File: src/rtl/iect_pkg.sv
// Shared types, constants and codes for the echo collision transmitter.
package iect_pkg;

   // Sizes
   localparam int FRAME_DEPTH = 256;
   localparam int TIME_WIDTH  = 32;
   localparam int ADDR_WIDTH  = $clog2(FRAME_DEPTH);
   localparam int COUNT_WIDTH = $clog2(FRAME_DEPTH) + 1;
   localparam int BYTE_WIDTH  = 8;
   localparam int CODE_WIDTH  = 3;
   localparam int CSR_INDEX_WIDTH = 2;

   // Low nibble that takes part in the pseudo-random backoff
   localparam logic [BYTE_WIDTH-1:0] BACKOFF_MASK = 8'h0f;

   // Request codes
   typedef enum logic [CODE_WIDTH-1:0] {
      REQ_TICK   = 3'd0,
      REQ_LOAD   = 3'd1,
      REQ_START  = 3'd2,
      REQ_SLOT   = 3'd3,
      REQ_RX     = 3'd4,
      REQ_RX_ERR = 3'd5
   } req_code_type;

   // Link mode; collided behaves as idle
   typedef enum logic [1:0] {
      MODE_IDLE   = 2'd0,
      MODE_ACTIVE = 2'd1,
      MODE_COLL   = 2'd2
   } link_mode_type;

   // Register indexes
   localparam logic [CSR_INDEX_WIDTH-1:0] CSR_BYTE_SAFE_GAP = 2'd0;
   localparam logic [CSR_INDEX_WIDTH-1:0] CSR_WAIT_OK       = 2'd1;
   localparam logic [CSR_INDEX_WIDTH-1:0] CSR_WAIT_COLL     = 2'd2;

   localparam logic [BYTE_WIDTH-1:0] BYTE_SAFE_GAP_RESET = 8'd3;
   localparam logic [BYTE_WIDTH-1:0] WAIT_OK_RESET       = 8'd2;
   localparam logic [BYTE_WIDTH-1:0] WAIT_COLL_RESET     = 8'd8;

   typedef struct packed {
      logic [CODE_WIDTH-1:0] code;
      logic [BYTE_WIDTH-1:0] data;
   } req_item_type;

   typedef struct packed {
      logic [BYTE_WIDTH-1:0] byte_safe_gap;
      logic [BYTE_WIDTH-1:0] wait_ok;
      logic [BYTE_WIDTH-1:0] wait_coll;
   } cfg_type;

   typedef struct packed {
      logic                  send_valid;
      logic [BYTE_WIDTH-1:0] send_byte;
      logic                  forward_valid;
      logic [BYTE_WIDTH-1:0] forward_byte;
      logic                  integrity_clear;
      logic                  link_activity;
      logic                  frame_done;
      logic                  collided;
      logic                  busy_res;
   } rsp_item_type;

   // Frame store access from the core
   typedef struct packed {
      logic                  write;
      logic [ADDR_WIDTH-1:0] waddr;
      logic [BYTE_WIDTH-1:0] wdata;
      logic [ADDR_WIDTH-1:0] raddr_send;
      logic [ADDR_WIDTH-1:0] raddr_verify;
   } mem_ctl_type;

endpackage

File: src/rtl/iect_frame_store.sv
// Frame byte store: one write port, two registered read ports, write-first.
module iect_frame_store
   import iect_pkg::*;
(
   input  logic                  clock,
   input  mem_ctl_type           ctl,
   output logic [BYTE_WIDTH-1:0] send_rd,
   output logic [BYTE_WIDTH-1:0] verify_rd
);

   logic [BYTE_WIDTH-1:0] mem [FRAME_DEPTH];

   // Write port
   always_ff @(posedge clock) begin
      if (ctl.write) begin
         mem[ctl.waddr] <= ctl.wdata;
      end
   end

   // Read ports, new data forwarded on a same-address write
   always_ff @(posedge clock) begin
      if (ctl.write && ctl.waddr == ctl.raddr_send) begin
         send_rd <= ctl.wdata;
      end else begin
         send_rd <= mem[ctl.raddr_send];
      end
      if (ctl.write && ctl.waddr == ctl.raddr_verify) begin
         verify_rd <= ctl.wdata;
      end else begin
         verify_rd <= mem[ctl.raddr_verify];
      end
   end

endmodule

File: src/rtl/iect_core.sv
// Link state and per-item update: start, send, echo check, backoff.
module iect_core
   import iect_pkg::*;
(
   input  logic                  clock,
   input  logic                  reset,
   input  logic                  fire,
   input  req_item_type          item,
   input  cfg_type               cfg,
   input  logic [BYTE_WIDTH-1:0] send_rd,
   input  logic [BYTE_WIDTH-1:0] verify_rd,
   output mem_ctl_type           mem_ctl,
   output rsp_item_type          result
);

   logic [TIME_WIDTH-1:0]  time_ff, time_in;
   logic [TIME_WIDTH-1:0]  allow_ff, allow_in;
   link_mode_type          mode_ff, mode_in;
   logic                   pending_ff, pending_in;
   logic [COUNT_WIDTH-1:0] count_ff, count_in;
   logic [COUNT_WIDTH-1:0] send_idx_ff, send_idx_in;
   logic [COUNT_WIDTH-1:0] verify_idx_ff, verify_idx_in;
   logic [BYTE_WIDTH-1:0]  last_ff, last_in;

   logic                   active;
   logic                   busy;
   logic                   begin_check;
   logic                   push;
   logic                   fin;
   logic                   fin_coll;
   logic                   load_ok;
   logic [TIME_WIDTH-1:0]  gap_time;
   logic [BYTE_WIDTH-1:0]  last_byte;
   logic [BYTE_WIDTH-1:0]  nibble;
   logic [BYTE_WIDTH-1:0]  wait_ticks;
   logic [COUNT_WIDTH-1:0] verify_next;

   assign active = (mode_ff == MODE_ACTIVE);
   assign busy   = active || pending_ff;

   // Item update
   always_comb begin
      time_in       = time_ff;
      allow_in      = allow_ff;
      mode_in       = mode_ff;
      pending_in    = pending_ff;
      count_in      = count_ff;
      send_idx_in   = send_idx_ff;
      verify_idx_in = verify_idx_ff;
      last_in       = last_ff;
      begin_check   = 1'b0;
      push          = 1'b0;
      fin           = 1'b0;
      fin_coll      = 1'b0;
      load_ok       = 1'b0;
      result        = '0;
      verify_next   = verify_idx_ff + COUNT_WIDTH'(1);

      case (req_code_type'(item.code))
         REQ_TICK: begin
            time_in     = time_ff + TIME_WIDTH'(1);
            begin_check = 1'b1;
         end
         REQ_LOAD: begin
            if (!busy && count_ff < COUNT_WIDTH'(FRAME_DEPTH)) begin
               load_ok  = 1'b1;
               count_in = count_ff + COUNT_WIDTH'(1);
               last_in  = item.data;
            end
         end
         REQ_START: begin
            if (!busy) begin
               pending_in  = 1'b1;
               begin_check = 1'b1;
            end
         end
         REQ_SLOT: begin
            if (active && send_idx_ff < count_ff) begin
               result.send_valid = 1'b1;
               result.send_byte  = send_rd;
               send_idx_in       = send_idx_ff + COUNT_WIDTH'(1);
            end
         end
         REQ_RX: begin
            result.link_activity = 1'b1;
            if (!active) begin
               push                 = 1'b1;
               result.forward_valid = 1'b1;
               result.forward_byte  = item.data;
            end else if (verify_idx_ff >= count_ff || verify_rd != item.data) begin
               fin      = 1'b1;
               fin_coll = 1'b1;
            end else begin
               verify_idx_in = verify_next;
               if (verify_next >= count_ff) begin
                  fin = 1'b1;
               end
            end
         end
         REQ_RX_ERR: begin
            if (!active) begin
               result.integrity_clear = 1'b1;
               push                   = 1'b1;
            end else begin
               fin      = 1'b1;
               fin_coll = 1'b1;
            end
         end
         default: begin
         end
      endcase

      // Pending start begins once the allow time is reached
      if (begin_check && pending_in && !(time_in < allow_ff)) begin
         pending_in           = 1'b0;
         result.link_activity = 1'b1;
         send_idx_in          = '0;
         verify_idx_in        = '0;
         mode_in              = MODE_ACTIVE;
         if (count_ff == '0) begin
            fin = 1'b1;
         end
      end

      // Foreign traffic pushes the allow time out
      gap_time = time_in + TIME_WIDTH'(cfg.byte_safe_gap);
      if (push && gap_time > allow_ff) begin
         allow_in = gap_time;
      end

      // Completion and backoff
      last_byte  = (count_ff != '0) ? last_ff : '0;
      nibble     = BACKOFF_MASK & (count_ff[BYTE_WIDTH-1:0] + last_byte +
                                   time_in[BYTE_WIDTH-1:0]);
      wait_ticks = fin_coll ? (cfg.wait_coll + nibble) : cfg.wait_ok;
      if (fin) begin
         allow_in          = time_in + TIME_WIDTH'(wait_ticks);
         mode_in           = fin_coll ? MODE_COLL : MODE_IDLE;
         count_in          = '0;
         send_idx_in       = '0;
         verify_idx_in     = '0;
         result.frame_done = 1'b1;
         result.collided   = fin_coll;
      end

      result.busy_res = (mode_in == MODE_ACTIVE) || pending_in;
   end

   // Frame store access; read addresses follow the next index values
   always_comb begin
      mem_ctl.write = fire && load_ok;
      mem_ctl.waddr = count_ff[ADDR_WIDTH-1:0];
      mem_ctl.wdata = item.data;
      if (reset) begin
         mem_ctl.raddr_send   = '0;
         mem_ctl.raddr_verify = '0;
      end else if (fire) begin
         mem_ctl.raddr_send   = send_idx_in[ADDR_WIDTH-1:0];
         mem_ctl.raddr_verify = verify_idx_in[ADDR_WIDTH-1:0];
      end else begin
         mem_ctl.raddr_send   = send_idx_ff[ADDR_WIDTH-1:0];
         mem_ctl.raddr_verify = verify_idx_ff[ADDR_WIDTH-1:0];
      end
   end

   // State registers
   always_ff @(posedge clock) begin
      if (reset) begin
         time_ff       <= '0;
         allow_ff      <= '0;
         mode_ff       <= MODE_IDLE;
         pending_ff    <= 1'b0;
         count_ff      <= '0;
         send_idx_ff   <= '0;
         verify_idx_ff <= '0;
         last_ff       <= '0;
      end else if (fire) begin
         time_ff       <= time_in;
         allow_ff      <= allow_in;
         mode_ff       <= mode_in;
         pending_ff    <= pending_in;
         count_ff      <= count_in;
         send_idx_ff   <= send_idx_in;
         verify_idx_ff <= verify_idx_in;
         last_ff       <= last_in;
      end
   end

   // Checks
   a_send_only_active: assert property (@(posedge clock) disable iff (reset)
      fire && result.send_valid |-> mode_ff == MODE_ACTIVE)
      else $error("byte sent while link not active");

   a_done_clears_count: assert property (@(posedge clock) disable iff (reset)
      fire && result.frame_done |=> count_ff == '0 && mode_ff != MODE_ACTIVE)
      else $error("frame completion did not clear the frame");

   a_index_bounds: assert property (@(posedge clock) disable iff (reset)
      send_idx_ff <= count_ff && verify_idx_ff <= count_ff &&
      count_ff <= COUNT_WIDTH'(FRAME_DEPTH))
      else $error("frame index beyond loaded count");

   a_begin_pulses: assert property (@(posedge clock) disable iff (reset)
      fire && pending_ff && !pending_in && !fin |-> result.link_activity &&
      mode_in == MODE_ACTIVE)
      else $error("frame began without activity pulse");

endmodule

File: src/rtl/ir_echo_collision_transmitter_top.sv
// Top level: item registers, configuration registers, core and frame store.
//
//  channel  direction  handshake            payload
//  req      in         req_valid/req_stall  req_type, req_data_byte
//  rsp      out        rsp_valid/rsp_stall  rsp_send_* .. rsp_busy_res
//  csr      in         csr_write            csr_index, csr_wdata
//
// One item per cycle sustained while rsp_stall is low; an item's result, the
// state update on the input register, is captured in the result register when
// the item fires. The frame store's read ports are addressed from the next
// index values. Reset is synchronous; the frame store has no clearing pass and
// holds unknown data until bytes are loaded. A stalled result holds the result
// register, and the input register then takes one more item before req_stall.
module ir_echo_collision_transmitter_top
   import iect_pkg::*;
(
   input  logic                       clock,
   input  logic                       reset,
   input  logic                       req_valid,
   output logic                       req_stall,
   input  logic [CODE_WIDTH-1:0]      req_type,
   input  logic [BYTE_WIDTH-1:0]      req_data_byte,
   output logic                       rsp_valid,
   input  logic                       rsp_stall,
   output logic                       rsp_send_valid,
   output logic [BYTE_WIDTH-1:0]      rsp_send_byte,
   output logic                       rsp_forward_valid,
   output logic [BYTE_WIDTH-1:0]      rsp_forward_byte,
   output logic                       rsp_integrity_clear,
   output logic                       rsp_link_activity,
   output logic                       rsp_frame_done,
   output logic                       rsp_collided,
   output logic                       rsp_busy_res,
   input  logic                       csr_write,
   input  logic [CSR_INDEX_WIDTH-1:0] csr_index,
   input  logic [BYTE_WIDTH-1:0]      csr_wdata
);

   logic          in_valid_ff;
   req_item_type  in_item_ff;
   logic          out_valid_ff;
   rsp_item_type  out_item_ff;
   cfg_type       cfg_ff;
   logic          fire;
   logic          req_take;
   rsp_item_type  result;
   mem_ctl_type   mem_ctl;
   logic [BYTE_WIDTH-1:0] send_rd;
   logic [BYTE_WIDTH-1:0] verify_rd;

   // Handshake
   assign fire      = in_valid_ff && (!out_valid_ff || !rsp_stall);
   assign req_stall = in_valid_ff && !fire;
   assign req_take  = req_valid && !req_stall;

   // Input register
   always_ff @(posedge clock) begin
      if (reset) begin
         in_valid_ff <= 1'b0;
      end else if (req_take) begin
         in_valid_ff <= 1'b1;
      end else if (fire) begin
         in_valid_ff <= 1'b0;
      end
   end

   always_ff @(posedge clock) begin
      if (req_take) begin
         in_item_ff.code <= req_type;
         in_item_ff.data <= req_data_byte;
      end
   end

   // Configuration registers
   always_ff @(posedge clock) begin
      if (reset) begin
         cfg_ff.byte_safe_gap <= BYTE_SAFE_GAP_RESET;
         cfg_ff.wait_ok       <= WAIT_OK_RESET;
         cfg_ff.wait_coll     <= WAIT_COLL_RESET;
      end else if (csr_write) begin
         case (csr_index)
            CSR_BYTE_SAFE_GAP: cfg_ff.byte_safe_gap <= csr_wdata;
            CSR_WAIT_OK:       cfg_ff.wait_ok       <= csr_wdata;
            CSR_WAIT_COLL:     cfg_ff.wait_coll     <= csr_wdata;
            default: begin
            end
         endcase
      end
   end

   iect_core u_core (
      .clock     (clock),
      .reset     (reset),
      .fire      (fire),
      .item      (in_item_ff),
      .cfg       (cfg_ff),
      .send_rd   (send_rd),
      .verify_rd (verify_rd),
      .mem_ctl   (mem_ctl),
      .result    (result)
   );

   iect_frame_store u_store (
      .clock     (clock),
      .ctl       (mem_ctl),
      .send_rd   (send_rd),
      .verify_rd (verify_rd)
   );

   // Result register
   always_ff @(posedge clock) begin
      if (reset) begin
         out_valid_ff <= 1'b0;
      end else if (fire) begin
         out_valid_ff <= 1'b1;
      end else if (!rsp_stall) begin
         out_valid_ff <= 1'b0;
      end
   end

   always_ff @(posedge clock) begin
      if (fire) begin
         out_item_ff <= result;
      end
   end

   assign rsp_valid           = out_valid_ff;
   assign rsp_send_valid      = out_item_ff.send_valid;
   assign rsp_send_byte       = out_item_ff.send_byte;
   assign rsp_forward_valid   = out_item_ff.forward_valid;
   assign rsp_forward_byte    = out_item_ff.forward_byte;
   assign rsp_integrity_clear = out_item_ff.integrity_clear;
   assign rsp_link_activity   = out_item_ff.link_activity;
   assign rsp_frame_done      = out_item_ff.frame_done;
   assign rsp_collided        = out_item_ff.collided;
   assign rsp_busy_res        = out_item_ff.busy_res;

endmodule
File: config.mk
export PLATFORM = sky130hd
export DESIGN_NAME = ir_echo_collision_transmitter_top
export DESIGN_NICKNAME = d
export VERILOG_FILES = /design/src/rtl/iect_pkg.sv /design/src/rtl/iect_frame_store.sv /design/src/rtl/iect_core.sv /design/src/rtl/ir_echo_collision_transmitter_top.sv
export SDC_FILE = /design/constraint.sdc
export NUM_CORES = 2
export LEC_CHECK = 0
export BUFFER_PORTS_ARGS = -buffer_cell sky130_fd_sc_hd__buf_2
export CORE_ASPECT_RATIO = 0.6
export CORE_MARGIN = 10
export CORE_UTILIZATION = 25
export DETAILED_ROUTE_END_ITERATION = 10
export GPL_ROUTABILITY_DRIVEN = 1
export SYNTH_ARGS = -nofsm -noshare
export SYNTH_HDL_FRONTEND = slang
export SYNTH_HIERARCHICAL = 1
export SYNTH_SLANG_ARGS = --single-unit
File: constraint.sdc
create_clock -name clock -period 12.1 [get_ports clock]
set_input_delay 0 -clock clock [delete_from_list [all_inputs] [get_ports clock]]
set_output_delay 0 -clock clock [all_outputs]
set_load 0.05 [all_outputs]
---- Yosys cells after proc, flatten, opt, wreduce, memory -nomap -nowiden ----
Memory sizes are Yosys's and may differ from the RTL's. A register that Yosys moved wholly into a read port is not among the register bits.
Cells that the tools add are included.
storage, ports and cells
  flip-flop bits (word level) ............. 158
  RAM bits ................................ 2,048
  output and inout port bits .............. 25
  logic and storage cells ................. 148
  memories ................................ 1
memories
  memory       depth  width  read ports  clocked after memory_dff  wr ports  line                    source
  u_store.mem  256    8      2           2                         1         iect_frame_store.sv:11  logic [BYTE_WIDTH-1:0] mem [FRAME_DEPTH];
cells by class
  $add $sub $neg .......................... 9
  order comparisons ....................... 6
  equality and inequality tests ........... 12
  mux-type cells .......................... 51
  bitwise gates (word level) .............. 1
  reductions and logical operators ........ 42
operator list
  operator                 number
  $mux W9                  14
  $mux W32                 3
  $add A32 B8 Y32          2
  $add A32 B1 Y32 const B  1
  $gt A32 B32 Y1           1
  $lt A32 B32 Y1           1
  $mux W16                 2
  $add A9 B1 Y9 const B    3
  $mux W1                  23
  $ge A9 B9 Y1             2
  $reduce_bool A3 Y1       4
  $reduce_and A2 Y1        5
  $logic_and A1 B1 Y1      9
  $logic_not A9 Y1         1
  $lt A9 B9 Y1             1
  $lt A9 B9 Y1 const B     1
  $reduce_and A3 Y1        3
  $reduce_bool A9 Y1       1
  $add A4 B4 Y4            2
  $add A8 B4 Y8            1
  $mux W2                  4
  $mux W8                  1
  $ne A8 B8 Y1             1
  $reduce_bool A2 Y1       4
  other kinds (16)         31

---- Longest topological paths before layout ----
  depth in word-level cells ............... 11
  mapped depth ............................ 32
  depth with buffers taken out ............ 27

---- Cells and area by module ----
Netlist, hierarchy kept.
modules (own cells, without submodules)
  module                             times used  cells each  area an instance (um^2)  seq. area each (um^2)
  iect_frame_store                   1           4,847       96,973.0                 61,819.3
  iect_core                          1           1,299       10,032.1                 1,961.9
  ir_echo_collision_transmitter_top  1           140         2,102.0                  1,541.5

---- Worst setup path before layout ----
Ideal clock, no wire load.
  path type ............................... register to register
  start ................................... register in_item_ff[9] (netlist bit)
  end ..................................... register u_core.allow_ff[9]
  library setup time ...................... 0.070 ns
  data arrival time ....................... 5.936 ns
  data required time ...................... 12.030 ns
  slack ................................... 6.093 ns
  stages on the path, launching flop included .. 27
  buffers on the path ..................... 1
  period minus slack after synthesis ...... 6.007 ns
  path through ............................ edfxtp_1 -> clkbuf_1 -> nor3_1 -> mux2i_1 -> inv_1 -> fa_1 -> ha_1 -> fa_1 -> xnor2_1 -> xnor2_1 -> xnor2_1 -> xnor2_1 -> ha_1 -> a21oi_1 -> nor2_1 -> xnor2_1 -> o21ai_0 -> ha_1 -> a2111oi_0 -> o21ai_0 -> nor3b_1 -> nor2_1 -> nor2_1 -> o21ai_0 -> a21oi_1 -> or3b_2 -> a21oi_1
on the way
  cells in the longest elaborated chain, start to end .. 8
  elaborated cells between the ends (all ways) .. 28
  classes of those cells .................. add/sub: 4; order compare: 2; eq/ne: 3; mux: 11; reduce/logical: 8
ends and longest elaborated chain
  item                                                                     line                                     source
  from (decl)                                                              ir_echo_collision_transmitter_top.sv:40  req_item_type in_item_ff;
  $logic_not A3 Y1 *                                                       iect_core.sv:59                          case (req_code_type'(item.code))
  $mux W32 *                                                               iect_core.sv:59
  via u_core.time_in[1]                                                    iect_core.sv:16                          logic [TIME_WIDTH-1:0] time_ff, time_in;
  parallel branches: the longest is 6 deep, another holds $add A32 B8 Y32  -
  to (signal assigned)                                                     iect_core.sv:179                         allow_ff <= allow_in;
  to (decl)                                                                iect_core.sv:17                          logic [TIME_WIDTH-1:0] allow_ff, allow_in;
Mark *: on every way through the listed nets, which the timed path passes. The select of a mux whose other input is x is not followed.
A chain may end at the register's enable or synchronous reset.

==> impl_metrics.py <==
metrics = {
    "outcome": {
        "status": "complete, but fails checks",
        "failed_checks": "max-capacitance violations, max-slew violations",
    },
    "timing": {
        "max_freq_mhz": 97.4,
        "post-route-min-period_ps": 10270,
        "fin_skew_ps": 110,
        "rsz0062_at_grt": "no",
        "maxSlewHeadroom": -0.0950,
        "hold_viol_final": 0,
        "fin_crit_sh": 0.849,
        "drv_slew": 3,
        "tightestPinTransition_ps": 1630,
        "setup_tns_ps": 0,
        "finalSetupViolCount": 0,
    },
    "floorplanning": {
        "dieHeight_um": 532,
        "die_area_um2": 464000,
        "placementRows": 187,
        "core_area_um2": 434000,
        "dieWidth_um": 873,
        "io_pins": 51,
        "start_util": 0.252,
    },
    "synth": {
        "seq_area_frac_synth": 0.599,
        "syn_inst": 6286,
        "synth-edff-count": 2082,
        "syn_area_per_cell_um2": 17.4,
        "async_flop_share": 0,
        "syn_nets": 6434,
        "synth_top_flop_cell": "edfxtp_1",
        "yosysWarnings": 6,
        "synth_cell_type_count": 105,
        "ys_ff_latch": 2222,
        "synth_area_um2": 109000,
    },
    "setup_path": {
        "slowest_delay_ps": 1240,
        "worstPathArrival_ps": 10970,
        "crit_required_ps": 12800,
        "cp_cell_sequence": "nand2b_2, buf_4, o221ai_1, o22ai_1, o31ai_1, a211oi_1, nor4_1, xnor2_1, nand4_1, nor3_1, o21ai_0, nand3_1, o21ai_0, ha_1, a2111oi_0, o21ai_0, nor3b_1, nor2_1, nor2_1, a21oi_1, nand3b_1, o311ai_0",
        "cpMostUsedCell": "o21ai_0",
        "path_buf_inv": 1,
        "rr_worst_depth": 22,
        "timing.rr.end": "u_core/allow_ff[17]",
        "worst-path-max-fanout": 31,
        "r2r_setup_slack_ps": 1830,
        "worstSetupPathType": "flip-flop to flip-flop",
        "end_kind": "flip-flop",
        "cp_slowest_cell": "nor4_1",
        "cp_top_family": "simple AND/OR/NAND/NOR gates",
        "start_kind": "flip-flop",
    },
    "drt": {
        "met2_length_um": 143000,
        "avgRoutedWirePerCell_um": 30.9,
        "routed_wl_um": 378000,
        "num_vias": 68200,
        "drcViolationCount": 0,
        "wl_met3_um": 70800,
        "antenna_left": 0,
        "highest_layer": "met5",
        "vias_per_cell": 5.56,
        "drtIter0Drc": 11600,
        "dr.pass1.iters": 8,
        "met1_length_um": 154000,
    },
    "clocking": {
        "path_clk_slew_ps": 70,
        "clock-sinks": 2222,
        "clk_latency_ps": 950,
        "cts_tree": "done",
        "htree_num_levels": 4,
        "clock-root-buffer": "clkbuf_16",
        "cts_buffers": 210,
        "clock_path_buffers": 4,
    },
    "grt": {
        "first_global_vias": 65400,
        "antenna_found_initial": 26,
        "grt_pass1_wl_um": 524000,
        "grt.total_usage": 0.156,
        "gr-total-overflow": 0,
        "grt_max_degree": 218,
    },
    "min_path": {
        "hp-class": "input port to flip-flop",
        "hp-start": "csr_wdata[1]",
        "hold_path_end": "cfg_ff[9]",
        "whs_path_depth": 4,
    },
    "layout": {
        "layout.nets": 6459,
        "fillCellCount": 42600,
        "final_area_um2": 123000,
        "syn_to_final_growth_pct": 12.3,
        "regArea_um2": 65400,
        "multi_input_area_um2": 40500,
        "layout-drive-gt1-share": 0.266,
    },
    "power_and_ir_drop": {
        "power_leakage_nw": 35.7,
        "ir_drop_v": 0.000119,
        "p_per_area_nw_per_um2": 126,
    },
    "placement": {
        "dp.final_hpwl_um": 255000,
        "numPortBuffers": 50,
        "place_congestion": 0.942,
        "place_area_um2": 115000,
    },
    "job": {
        "cap_violations": 1,
    },
}
## layer usage
| layer | track usage | vias to the layer above |
|---|---|---|
| met3 | 0.0941 | 626 |
| met4 | 0.0364 | 16 |
| met2 | 0.194 | 5175 |
| li1 | - | 26200 |
| met1 | 0.223 | 36100 |
| met5 | 0.00738 | - |
## power by group
group	internal (W)	switching [W]	total [W]
clock network	0.00368	0.00306	0.00674
registers	0.00841	0.0000135	0.00842
logic	0.0000606	0.000232	0.000292
total	0.0121	0.00330	0.0154
## state kept, by name (all words and copies together) (netlist names), 2 cells and up, named ones only
name and cells:
u_core/send_idx_ff 9, rsp_forward_byte 8, u_core/last_ff 4, u_core/verify_idx_ff 9, cfg_ff 24, in_item_ff 11, u_core/time_ff 32, u_core/count_ff 9
u_core/mode_ff 2, u_store/mem 2048, rsp_send_byte 8, u_core/allow_ff 32
## worst max path at each step
stage	startpoint	to	slack [ps]	depth (start not counted)
4_1_cts	flip-flop	u_core/allow_ff[17]	1980	22
6_report	flip-flop	u_core/allow_ff[17]	1830	22
3_5_place_dp	flip-flop	u_core/allow_ff[17]	1980	22
5_1_grt	flip-flop	u_core/allow_ff[15]	1700	23
2_1_floorplan	in_item_ff[9]	u_core/allow_ff[9]	6090	26
3_3_place_gp	flip-flop	u_core/allow_ff[15]	1820	22
## worst register-to-register path: stages, from the launching register on
cell	delay [ps]
dfxtp_4	860
nand2b_2	770
buf_4	470
o221ai_1	410
o22ai_1	160
o31ai_1	580
a211oi_1	390
nor4_1	1240
xnor2_1	210
nand4_1	130
nor3_1	710
o21ai_0	430
nand3_1	510
o21ai_0	190
ha_1	370
a2111oi_0	520
o21ai_0	230
nor3b_1	210
nor2_1	540
nor2_1	100
a21oi_1	780
nand3b_1	200
o311ai_0	140
## what timing repair did
item,4_1_cts,5_1_grt
hold endpoints to repair,103,0
hold buffers,47,0
gates resized for setup,0,0
buffers inserted,0,0
## cell type report
type	count	area share
flip-flops and latches	2222	0.533
multi-input cells	3508	0.331
well taps	5764	0.0588
clock buffers	253	0.0448
repair buffers	291	0.0197
clock inverters	119	0.00974
inverters	78	0.00242
diodes	20	0.000408
## cells in the final DEF, fill, tap and decap left out, types with 40 or more instances in the layout
cell / netlist / layout
dfxtp_1: 140 / 128
mux4_2: 1051 / 1051
nor3_1: 52 / 49
inv_1: 71 / 71
clkinv_2: 0 / 42
o221ai_1: 70 / 70
buf_4: 63 / 176
o21ai_0: 88 / 88
clkbuf_16: 0 / 213
a21oi_1: 154 / 153
xnor2_1: 66 / 66
dlygate4sd3_1: 0 / 47
edfxtp_1: 2082 / 2082
xor2_1: 58 / 58
o22ai_1: 49 / 49
nand3_1: 113 / 113
nand4_1: 58 / 58
a211oi_1: 44 / 40
nor2_1: 440 / 435
a22oi_1: 63 / 63
mux2i_1: 270 / 270
buf_2: 114 / 49
ha_1: 115 / 115
nand2b_1: 51 / 50
nand2_1: 218 / 217
## cell families after synthesis
group | count (synthesis) | share of synthesized area
AO/OA/AOI/OAI | 722 | 0.0468
XOR/XNOR | 128 | 0.0109
adder cells (fa/ha/maj) | 122 | 0.0145
buffers and inverters | 556 | 0.0305
flip-flops | 2222 | 0.599
multiplexers | 1360 | 0.246
AND/OR/NAND/NOR | 1176 | 0.0529
## synthesized netlist by cell type (35+ instances only)
| cell | n | area [um2] |
|---|---|---|
| buf_8 | 35 | 526 |
| o22ai_1 | 49 | 307 |
| a22oi_1 | 63 | 473 |
| a21oi_1 | 154 | 771 |
| buf_2 | 114 | 571 |
| dfxtp_1 | 140 | 2800 |
| xnor2_1 | 66 | 578 |
| a211oi_1 | 44 | 330 |
| clkbuf_1 | 183 | 687 |
| and2_1 | 39 | 244 |
| o21ai_0 | 88 | 440 |
| nor2_1 | 440 | 1650 |
| o221ai_1 | 70 | 613 |
| ha_1 | 115 | 1440 |
| nand3_1 | 113 | 566 |
| mux2i_1 | 270 | 2700 |
| nand4_1 | 58 | 363 |
| nand2b_1 | 51 | 319 |
| xor2_1 | 58 | 508 |
| buf_4 | 63 | 473 |
| nor3_1 | 52 | 260 |
| mux2_2 | 39 | 439 |
| mux4_2 | 1051 | 23700 |
| buf_6 | 45 | 507 |
| nor2b_1 | 39 | 244 |
| inv_1 | 71 | 267 |
| edfxtp_1 | 2082 | 62500 |
| nand2_1 | 218 | 818 |
## through the flow
stage	setup slack, ps	utilization	std cells	power, W	hold WS [ps]
global route	1700	0.283	12200	0.0159	46.5
CTS	1980	0.283	12200	0.0155	2.93
global placement	1820	0.266	11800	0.00885	179
floorplan	6090	-	6286	0.00874	98.9
detailed placement	1980	0.266	11800	0.00887	179
finish	1830	0.283	12300	0.0154	44.7
No activity file was read; power rests on OpenSTA's default activity.
